--- src/rtl/fp3d_pkg.sv ---
// Shared widths and types for the fixed point 3D distance pipeline.
package fp3d_pkg;

  localparam int FRACTION_BITS = 16;
  localparam int COORD_W       = 32;
  localparam int WHOLE_W       = COORD_W - FRACTION_BITS;
  localparam int MAG_W         = WHOLE_W;
  localparam int SQ_W          = 2 * MAG_W;
  localparam int SUM_W         = SQ_W + 2;
  localparam int ROOT_W        = SUM_W / 2;
  localparam int REM_W         = ROOT_W + 2;
  localparam int DIST_W        = 16;
  localparam int EXT_W         = ROOT_W + DIST_W;
  localparam logic [DIST_W-1:0] DIST_MAX = {DIST_W{1'b1}};

  // One word moving down the root chain.
  typedef struct packed {
    logic              valid;
    logic [SUM_W-1:0]  rad;
    logic [REM_W-1:0]  rem;
    logic [ROOT_W-1:0] root;
  } sqrt_word_t;

endpackage

--- src/rtl/fp3d_in_if.sv ---
// Input channel: two 3D positions in signed fixed point.
interface fp3d_in_if;
  import fp3d_pkg::*;

  logic                      valid;
  logic                      ready;
  logic signed [COORD_W-1:0] first_x;
  logic signed [COORD_W-1:0] first_y;
  logic signed [COORD_W-1:0] first_z;
  logic signed [COORD_W-1:0] second_x;
  logic signed [COORD_W-1:0] second_y;
  logic signed [COORD_W-1:0] second_z;

  modport source (output valid, first_x, first_y, first_z, second_x, second_y, second_z,
                  input ready);
  modport sink   (input valid, first_x, first_y, first_z, second_x, second_y, second_z,
                  output ready);
endinterface

--- src/rtl/fp3d_out_if.sv ---
// Result channel: integer distance.
interface fp3d_out_if;
  import fp3d_pkg::*;

  logic              valid;
  logic              ready;
  logic [DIST_W-1:0] distance;

  modport source (output valid, distance, input ready);
  modport sink   (input valid, distance, output ready);
endinterface

--- src/rtl/fp3d_front.sv ---
// Front end: axis deltas, squares and their sum, three register stages.
module fp3d_front (
  input  logic                               clk,
  input  logic                               rst_n,
  input  logic                               en,
  input  logic                               in_valid,
  input  logic signed [fp3d_pkg::COORD_W-1:0] first_x,
  input  logic signed [fp3d_pkg::COORD_W-1:0] first_y,
  input  logic signed [fp3d_pkg::COORD_W-1:0] first_z,
  input  logic signed [fp3d_pkg::COORD_W-1:0] second_x,
  input  logic signed [fp3d_pkg::COORD_W-1:0] second_y,
  input  logic signed [fp3d_pkg::COORD_W-1:0] second_z,
  output fp3d_pkg::sqrt_word_t               sum_word
);
  import fp3d_pkg::*;

  // Whole-unit magnitude of a wrapped difference, arithmetic shift.
  function automatic logic [MAG_W-1:0] mag_of(input logic signed [COORD_W-1:0] a,
                                              input logic signed [COORD_W-1:0] b);
    logic signed [COORD_W-1:0] d;
    logic signed [COORD_W-1:0] sh;
    logic [MAG_W-1:0]          w;
    d  = a - b;
    sh = d >>> FRACTION_BITS;
    w  = sh[MAG_W-1:0];
    return w[MAG_W-1] ? (~w + 1'b1) : w;
  endfunction

  logic             v1_r, v2_r, v3_r;
  logic [MAG_W-1:0] mx_r, my_r, mz_r;
  logic [SQ_W-1:0]  sx_r, sy_r, sz_r;
  logic [SUM_W-1:0] sum_r;

  always_ff @(posedge clk) begin
    if (!rst_n) begin
      v1_r <= 1'b0;
      v2_r <= 1'b0;
      v3_r <= 1'b0;
    end else if (en) begin
      v1_r <= in_valid;
      v2_r <= v1_r;
      v3_r <= v2_r;
    end
  end

  always_ff @(posedge clk) begin
    if (en) begin
      mx_r  <= mag_of(first_x, second_x);
      my_r  <= mag_of(first_y, second_y);
      mz_r  <= mag_of(first_z, second_z);
      sx_r  <= mx_r * mx_r;
      sy_r  <= my_r * my_r;
      sz_r  <= mz_r * mz_r;
      sum_r <= SUM_W'(sx_r) + SUM_W'(sy_r) + SUM_W'(sz_r);
    end
  end

  always_comb begin
    sum_word.valid = v3_r;
    sum_word.rad   = sum_r;
    sum_word.rem   = '0;
    sum_word.root  = '0;
  end
endmodule

--- src/rtl/fp3d_sqrt_cell.sv ---
// One root digit: brings in two radicand bits and decides one root bit.
module fp3d_sqrt_cell (
  input  logic                 clk,
  input  logic                 rst_n,
  input  logic                 en,
  input  fp3d_pkg::sqrt_word_t word_in,
  output fp3d_pkg::sqrt_word_t word_out
);
  import fp3d_pkg::*;

  sqrt_word_t        word_r, word_nxt;
  logic [REM_W-1:0]  rem_sh;
  logic [REM_W-1:0]  trial;
  logic              fits;

  always_comb begin
    rem_sh = {word_in.rem[REM_W-3:0], word_in.rad[SUM_W-1 -: 2]};
    trial  = {word_in.root, 2'b01};
    fits   = rem_sh >= trial;
    word_nxt.valid = word_in.valid;
    word_nxt.rad   = {word_in.rad[SUM_W-3:0], 2'b00};
    word_nxt.rem   = fits ? (rem_sh - trial) : rem_sh;
    word_nxt.root  = {word_in.root[ROOT_W-2:0], fits};
  end

  always_ff @(posedge clk) begin
    if (!rst_n) begin
      word_r.valid <= 1'b0;
    end else if (en) begin
      word_r.valid <= word_nxt.valid;
    end
  end

  always_ff @(posedge clk) begin
    if (en) begin
      word_r.rad  <= word_nxt.rad;
      word_r.rem  <= word_nxt.rem;
      word_r.root <= word_nxt.root;
    end
  end

  assign word_out = word_r;
endmodule

--- src/rtl/fixed_point_3d_distance.sv ---
// Top level: integer Euclidean distance between two fixed point 3D positions.
//
//   channel   dir   payload                                   handshake
//   in_ch     in    first_x/y/z, second_x/y/z  (s32 each)     valid/ready
//   out_ch    out   distance (u16)                            valid/ready
//
// One word accepted per cycle while the output is not stalled; the path runs
// through the delta, square and sum stages, one root cell per root bit,
// then the output register.
// Reset (synchronous, rst_n low) empties the pipeline.
// A stalled output freezes the whole pipeline; in_ch.ready follows that.
module fixed_point_3d_distance (
  input logic       clk,
  input logic       rst_n,
  fp3d_in_if.sink   in_ch,
  fp3d_out_if.source out_ch
);
  import fp3d_pkg::*;

  logic              en;
  sqrt_word_t        chain [ROOT_W+1];
  logic [EXT_W-1:0]  root_ext;
  logic [DIST_W-1:0] dist_nxt;
  logic              out_valid_r;
  logic [DIST_W-1:0] dist_r;

  assign en       = !out_valid_r || out_ch.ready;
  assign in_ch.ready = en;

  fp3d_front u_front (
    .clk      (clk),
    .rst_n    (rst_n),
    .en       (en),
    .in_valid (in_ch.valid),
    .first_x  (in_ch.first_x),
    .first_y  (in_ch.first_y),
    .first_z  (in_ch.first_z),
    .second_x (in_ch.second_x),
    .second_y (in_ch.second_y),
    .second_z (in_ch.second_z),
    .sum_word (chain[0])
  );

  for (genvar i = 0; i < ROOT_W; i++) begin : g_cell
    fp3d_sqrt_cell u_cell (
      .clk      (clk),
      .rst_n    (rst_n),
      .en       (en),
      .word_in  (chain[i]),
      .word_out (chain[i+1])
    );
  end

  // saturate the root to the result width
  always_comb begin
    root_ext = EXT_W'(chain[ROOT_W].root);
    dist_nxt = (root_ext > EXT_W'(DIST_MAX)) ? DIST_MAX : root_ext[DIST_W-1:0];
  end

  always_ff @(posedge clk) begin
    if (!rst_n) begin
      out_valid_r <= 1'b0;
    end else if (en) begin
      out_valid_r <= chain[ROOT_W].valid;
    end
  end

  always_ff @(posedge clk) begin
    if (en) begin
      dist_r <= dist_nxt;
    end
  end

  assign out_ch.valid    = out_valid_r;
  assign out_ch.distance = dist_r;

  a_reset_empty: assert property (@(posedge clk) !rst_n |=> !out_ch.valid)
    else $error("output valid right after reset");

  a_last_cell_to_out: assert property (@(posedge clk) disable iff (!rst_n)
      (chain[ROOT_W].valid && en) |=> out_ch.valid)
    else $error("word lost between last root cell and output");

  a_out_hold: assert property (@(posedge clk) disable iff (!rst_n)
      (out_ch.valid && !out_ch.ready) |=> out_ch.valid && $stable(out_ch.distance))
    else $error("output word changed while waiting");

  a_stall_freezes_chain: assert property (@(posedge clk) disable iff (!rst_n)
      !en |=> $stable(chain[ROOT_W].valid) && $stable(chain[ROOT_W].root))
    else $error("root chain moved during output stall");
endmodule
--- src/flat_wrapper.sv ---
// flat-port wrapper written by rule: the top's interface ports become plain ports
module fixed_point_3d_distance_flat import fp3d_pkg::*;
  (clk, rst_n, in_ch_valid, in_ch_first_x, in_ch_first_y, in_ch_first_z, in_ch_second_x, in_ch_second_y, in_ch_second_z, in_ch_ready, out_ch_valid, out_ch_distance, out_ch_ready);
  fp3d_in_if in_ch_i ();
  fp3d_out_if out_ch_i ();
  input logic clk;
  input logic rst_n;
  input wire logic [$bits(in_ch_i.valid)-1:0] in_ch_valid;
  input wire logic [$bits(in_ch_i.first_x)-1:0] in_ch_first_x;
  input wire logic [$bits(in_ch_i.first_y)-1:0] in_ch_first_y;
  input wire logic [$bits(in_ch_i.first_z)-1:0] in_ch_first_z;
  input wire logic [$bits(in_ch_i.second_x)-1:0] in_ch_second_x;
  input wire logic [$bits(in_ch_i.second_y)-1:0] in_ch_second_y;
  input wire logic [$bits(in_ch_i.second_z)-1:0] in_ch_second_z;
  output wire logic [$bits(in_ch_i.ready)-1:0] in_ch_ready;
  output wire logic [$bits(out_ch_i.valid)-1:0] out_ch_valid;
  output wire logic [$bits(out_ch_i.distance)-1:0] out_ch_distance;
  input wire logic [$bits(out_ch_i.ready)-1:0] out_ch_ready;
  assign in_ch_i.valid = in_ch_valid;
  assign in_ch_i.first_x = in_ch_first_x;
  assign in_ch_i.first_y = in_ch_first_y;
  assign in_ch_i.first_z = in_ch_first_z;
  assign in_ch_i.second_x = in_ch_second_x;
  assign in_ch_i.second_y = in_ch_second_y;
  assign in_ch_i.second_z = in_ch_second_z;
  assign in_ch_ready = in_ch_i.ready;
  assign out_ch_valid = out_ch_i.valid;
  assign out_ch_distance = out_ch_i.distance;
  assign out_ch_i.ready = out_ch_ready;
  fixed_point_3d_distance u_core (.clk(clk), .rst_n(rst_n), .in_ch(in_ch_i), .out_ch(out_ch_i));
endmodule
--- config.mk ---
export PLATFORM = sky130hd
export DESIGN_NAME = fixed_point_3d_distance_flat
export DESIGN_NICKNAME = d
export VERILOG_FILES = /design/src/rtl/fp3d_pkg.sv /design/src/rtl/fp3d_in_if.sv /design/src/rtl/fp3d_out_if.sv /design/src/rtl/fp3d_front.sv /design/src/rtl/fp3d_sqrt_cell.sv /design/src/rtl/fixed_point_3d_distance.sv /design/src/flat_wrapper.sv
export SDC_FILE = /design/constraint.sdc
export NUM_CORES = 2
export LEC_CHECK = 0
export ABC_AREA = 0
export BUFFER_PORTS_ARGS = -buffer_cell sky130_fd_sc_hd__buf_2
export CAP_MARGIN = 20
export CORE_MARGIN = 3
export CORE_UTILIZATION = 64
export DETAILED_ROUTE_END_ITERATION = 8
export GPL_TIMING_DRIVEN = 0
export PLACE_DENSITY = 0.88
export SYNTH_ARGS = -nofsm -noshare
export SYNTH_HDL_FRONTEND = slang
export SYNTH_SLANG_ARGS = --single-unit
--- constraint.sdc ---
create_clock -name clk -period 57.2 [get_ports clk]
set_input_delay 11.44 -clock clk [delete_from_list [all_inputs] [get_ports clk]]
set_output_delay 11.44 -clock clk [all_outputs]
set_load 0.05 [all_outputs]
==> impl_metrics.csv <==
group,metric,value,unit
logic_synthesis,synth_cell_types,87,
setup_path,max_stage_delay,0.34,ns
logic_synthesis,synth_area_leaders,"edfxtp_1 (40%), fa_1 (16%), ha_1 (11%)",
floorplan,die_area,106000,sq um
place,portBuffers,213,
clock_network,clock_latency,0.68,ns
routing,drtIter0Drc,3025,
setup_path,cp_cell_sequence,"buf_2, nor2b_1, inv_1, clkbuf_4, buf_16, buf_16, buf_16, buf_16, buf_2",
logic_synthesis,synthTopCellsByCount,"inv_1 (1105), edfxtp_1 (870), ha_1 (596)",
timing,finalSetupViolCount,0,
timing,slew_headroom,30.7,%
logic_synthesis,syn_avg_cell_area,11.0,sq um
clock_network,cts_buffer_depth,3,
setup_path,worstReg2RegStart,"u_core.u_front.mx_r[4]$_DFFE_PP_",
clock_network,hold_buffers,0,
routing,wl_per_cell,17.8,um
logic_synthesis,post-synth-top-count-cell,"inv_1",
logic_synthesis,seq_area_frac_synth,40.5,%
hold_path,hold_path_class,"register to register",
setup_path,end_kind,"output pin",
timing,finClkSkew,0.0214,ns
place,dpl.hpwl,105,mm
routing,viasPerCell,5.73,
setup_path,crit_fanout,70,
clock_network,htreeDepth,3,
clock_network,numCtsBuffers,91,
timing,hold_violations,0,
setup_path,ff2ff_setup_slack,49.25,ns
setup_path,timing.rr.end,"u_core.u_front.sx_r[29]$_DFFE_PP_",
grt,grt_pass1_vias,45900,
layout,diodes,0,
setup_path,crit_slowest_cell,"buf_16",
clock_network,clkSlewWorstSetupHoldPaths,0.06,ns
timing,tightestPinTransition,1.01,ns
floorplan,coreArea,101000,sq um
logic_synthesis,synth_top_cell_area_share,39.9,%
routing,vias,44100,
setup_path,crit_required,45.76,ns
floorplan,ios,214,
routing,dr.pass1.iters,7,
logic_synthesis,synth_top_area_cell,"edfxtp_1",
grt,antenna_found_initial,0,
grt,grt_first_pass_wirelength,225,mm
logic_synthesis,synth-main-ff-cell,"edfxtp_1",
place,gp_congestion,0.937,
timing,max_clock_freq,39.8,MHz
logic_synthesis,postSynthCellCount,5935,
logic_synthesis,yosys_warnings,0,
clock_network,cts_tree,"yes",
setup_path,cp-start-kind,"input port",
setup_path,cp_common_cell,"buf_16",
logic_synthesis,synth-seq-cells,891,
status,status,"completed",
setup_path,crit_start,"out_ch_ready",
clock_network,cts_resized,0,
layout,fin_nets,7570,
logic_synthesis,synth_edf_count,870,
floorplan,start_util,65.0,%
logic_synthesis,syn_area,65500,sq um
grt,grt_start_max_net_pins,78,
grt,grt_use_total,26.0,%
layout,fin_cells,7689,
floorplan,die_h,326,um
clock_network,root_buffer,"clkbuf_16",
flow_run,maxCapViolCount,0,
hold_path,hold_depth,0,
floorplan,die_w,326,um
grt,grt_overflow_total,0,
routing,routed_wl,137,mm
timing,rsz0062_at_grt,"no",
setup_path,worstSetupPathType,"input port to output pin",
floorplan,rows,116,
timing,slew_viol_final,0,
setup_path,cp-endpoint,"in_ch_ready",
clock_network,post_cts_buffers,0,
routing,detail-route-antenna-nets,0,
layout,drive_above_1_share,7.80,%
timing,fin_crit_sh,43.9,%
setup_path,reg2regPathDepth,22,
timing,period_needed,25.10,ns
layout,area_growth,9.37,%
setup_path,crit_arrival,13.66,ns
logic_synthesis,async_reset_ff_share,0,%
place,dp.cells,7522,
clock_network,cts.sinks,891,
routing,drc,0,
cells by family (layout without fill, tap and decap cells):
group / Yosys count / count (layout) / share of synthesized area, %
AOI/OAI and AO/OA: 915 / 915 / 9.06
buffers and inverters: 1206 / 1600 / 6.92
and+or+nand+nor: 1379 / 1379 / 10.4
xor gates and xnor gates: 372 / 372 / 4.98
DFF: 891 / 891 / 40.5
other: 1 / 4 / 0.00572
muxes: 55 / 55 / 0.916
adders and majority gates: 1116 / 1116 / 27.3
metrics by stage:
| step | instance area [sq um] | worst slack, ns | util (%) | setup TNS (ns) | hold slack, ns |
|---|---|---|---|---|---|
| after floorplan | 65600 | 10.15 | - | 0 | 0.400 |
| after global placement | 68300 | -0.530 | 67.7 | -0.530 | 0.401 |
| after detailed placement | 68700 | 32.09 | 68.1 | 0 | 0.405 |
| after CTS | 71700 | 32.10 | 71.1 | 0 | 0.389 |
| after global routing | 71700 | 31.96 | 71.1 | 0 | 0.409 |
| final | 71700 | 32.10 | 71.1 | 0 | 0.404 |
state kept, by name, indices dropped and copies added (netlist names), 16 cells and up:
name,cells
u_core.u_front.sx_r,31
u_core.u_front.mz_r,16
u_core.u_front.sum_r,34
u_core.u_front.mx_r,16
u_core.u_front.sz_r,31
u_core.out_ch.distance,16
u_core.g_cell.u_cell.word_out,696
u_core.u_front.sy_r,31
u_core.u_front.my_r,16
cell type report:
class                           count  area (sq um)
Buffer                            101           389
Clock buffer                      111          2430
Inverter                         1105          4150
Sequential cell                   891         26500
Timing Repair Buffer              227          1440
Multi-Input combinational cell   3841         34500
Tap cell                         1357          1700
Clock inverter                     56           567
Fill cell                        6564         29200
layout by cell type, fill, tap and decap left out, drive strengths merged, types with 27 or more instances in the layout:
cell type,synthesis,final
clkbuf,96,207
a21oi,275,275
or2,45,45
edfxtp,870,870
o21ai,193,193
nor3,87,87
and2,169,169
clkinv,0,36
o21a,62,62
nor2b,48,48
a31oi,34,34
xor2,137,137
xnor2,235,235
a21boi,44,44
fa,520,520
nor4,27,27
nor2,273,273
buf,5,232
or3,37,37
nand2b,67,67
and3,28,28
o31ai,27,27
ha,596,596
a21o,119,119
inv,1105,1110
nand4,45,45
mux2,40,40
nand2,435,435
nand3,68,68
how the worst min path moves through the flow:
stage	to	startpoint	slack (ns)
finish	u_core.g_cell[4].u_cell.word_out[61]$_DFFE_PP_	u_core.g_cell[3].u_cell.word_out[59]$_DFFE_PP_	0.40
CTS	u_core.g_cell[4].u_cell.word_out[61]$_DFFE_PP_	u_core.g_cell[3].u_cell.word_out[59]$_DFFE_PP_	0.39
global route	u_core.g_cell[2].u_cell.word_out[66]$_DFFE_PP_	u_core.g_cell[1].u_cell.word_out[64]$_DFFE_PP_	0.41
detailed placement	u_core.g_cell[0].u_cell.word_out[51]$_DFFE_PP_	u_core.u_front.sum_r[13]$_DFFE_PP_	0.40
floorplan	u_core.g_cell[0].u_cell.word_out[38]$_DFFE_PP_	u_core.u_front.sum_r[0]$_DFFE_PP_	0.40
global placement	u_core.g_cell[7].u_cell.word_out[55]$_DFFE_PP_	u_core.g_cell[6].u_cell.word_out[53]$_DFFE_PP_	0.40
worst max-delay path, delay by kind of cell:
family	cells	cell delay, ns
and+or+nand+nor	1	0.06
buffers and inverters	8	2.00
metal layers:
metal	GRT usage [%]	up-vias	share of wire (%)
li1	-	20600	-
met1	31.3	21500	38
met2	45.6	1526	50
met3	4.00	430	5.7
met4	12.8	0	5.4
met5	0	-	0
Power is left out: the tool's default activity adds up to more than one toggle a clock period on the data nets, which glitch-free logic cannot reach.
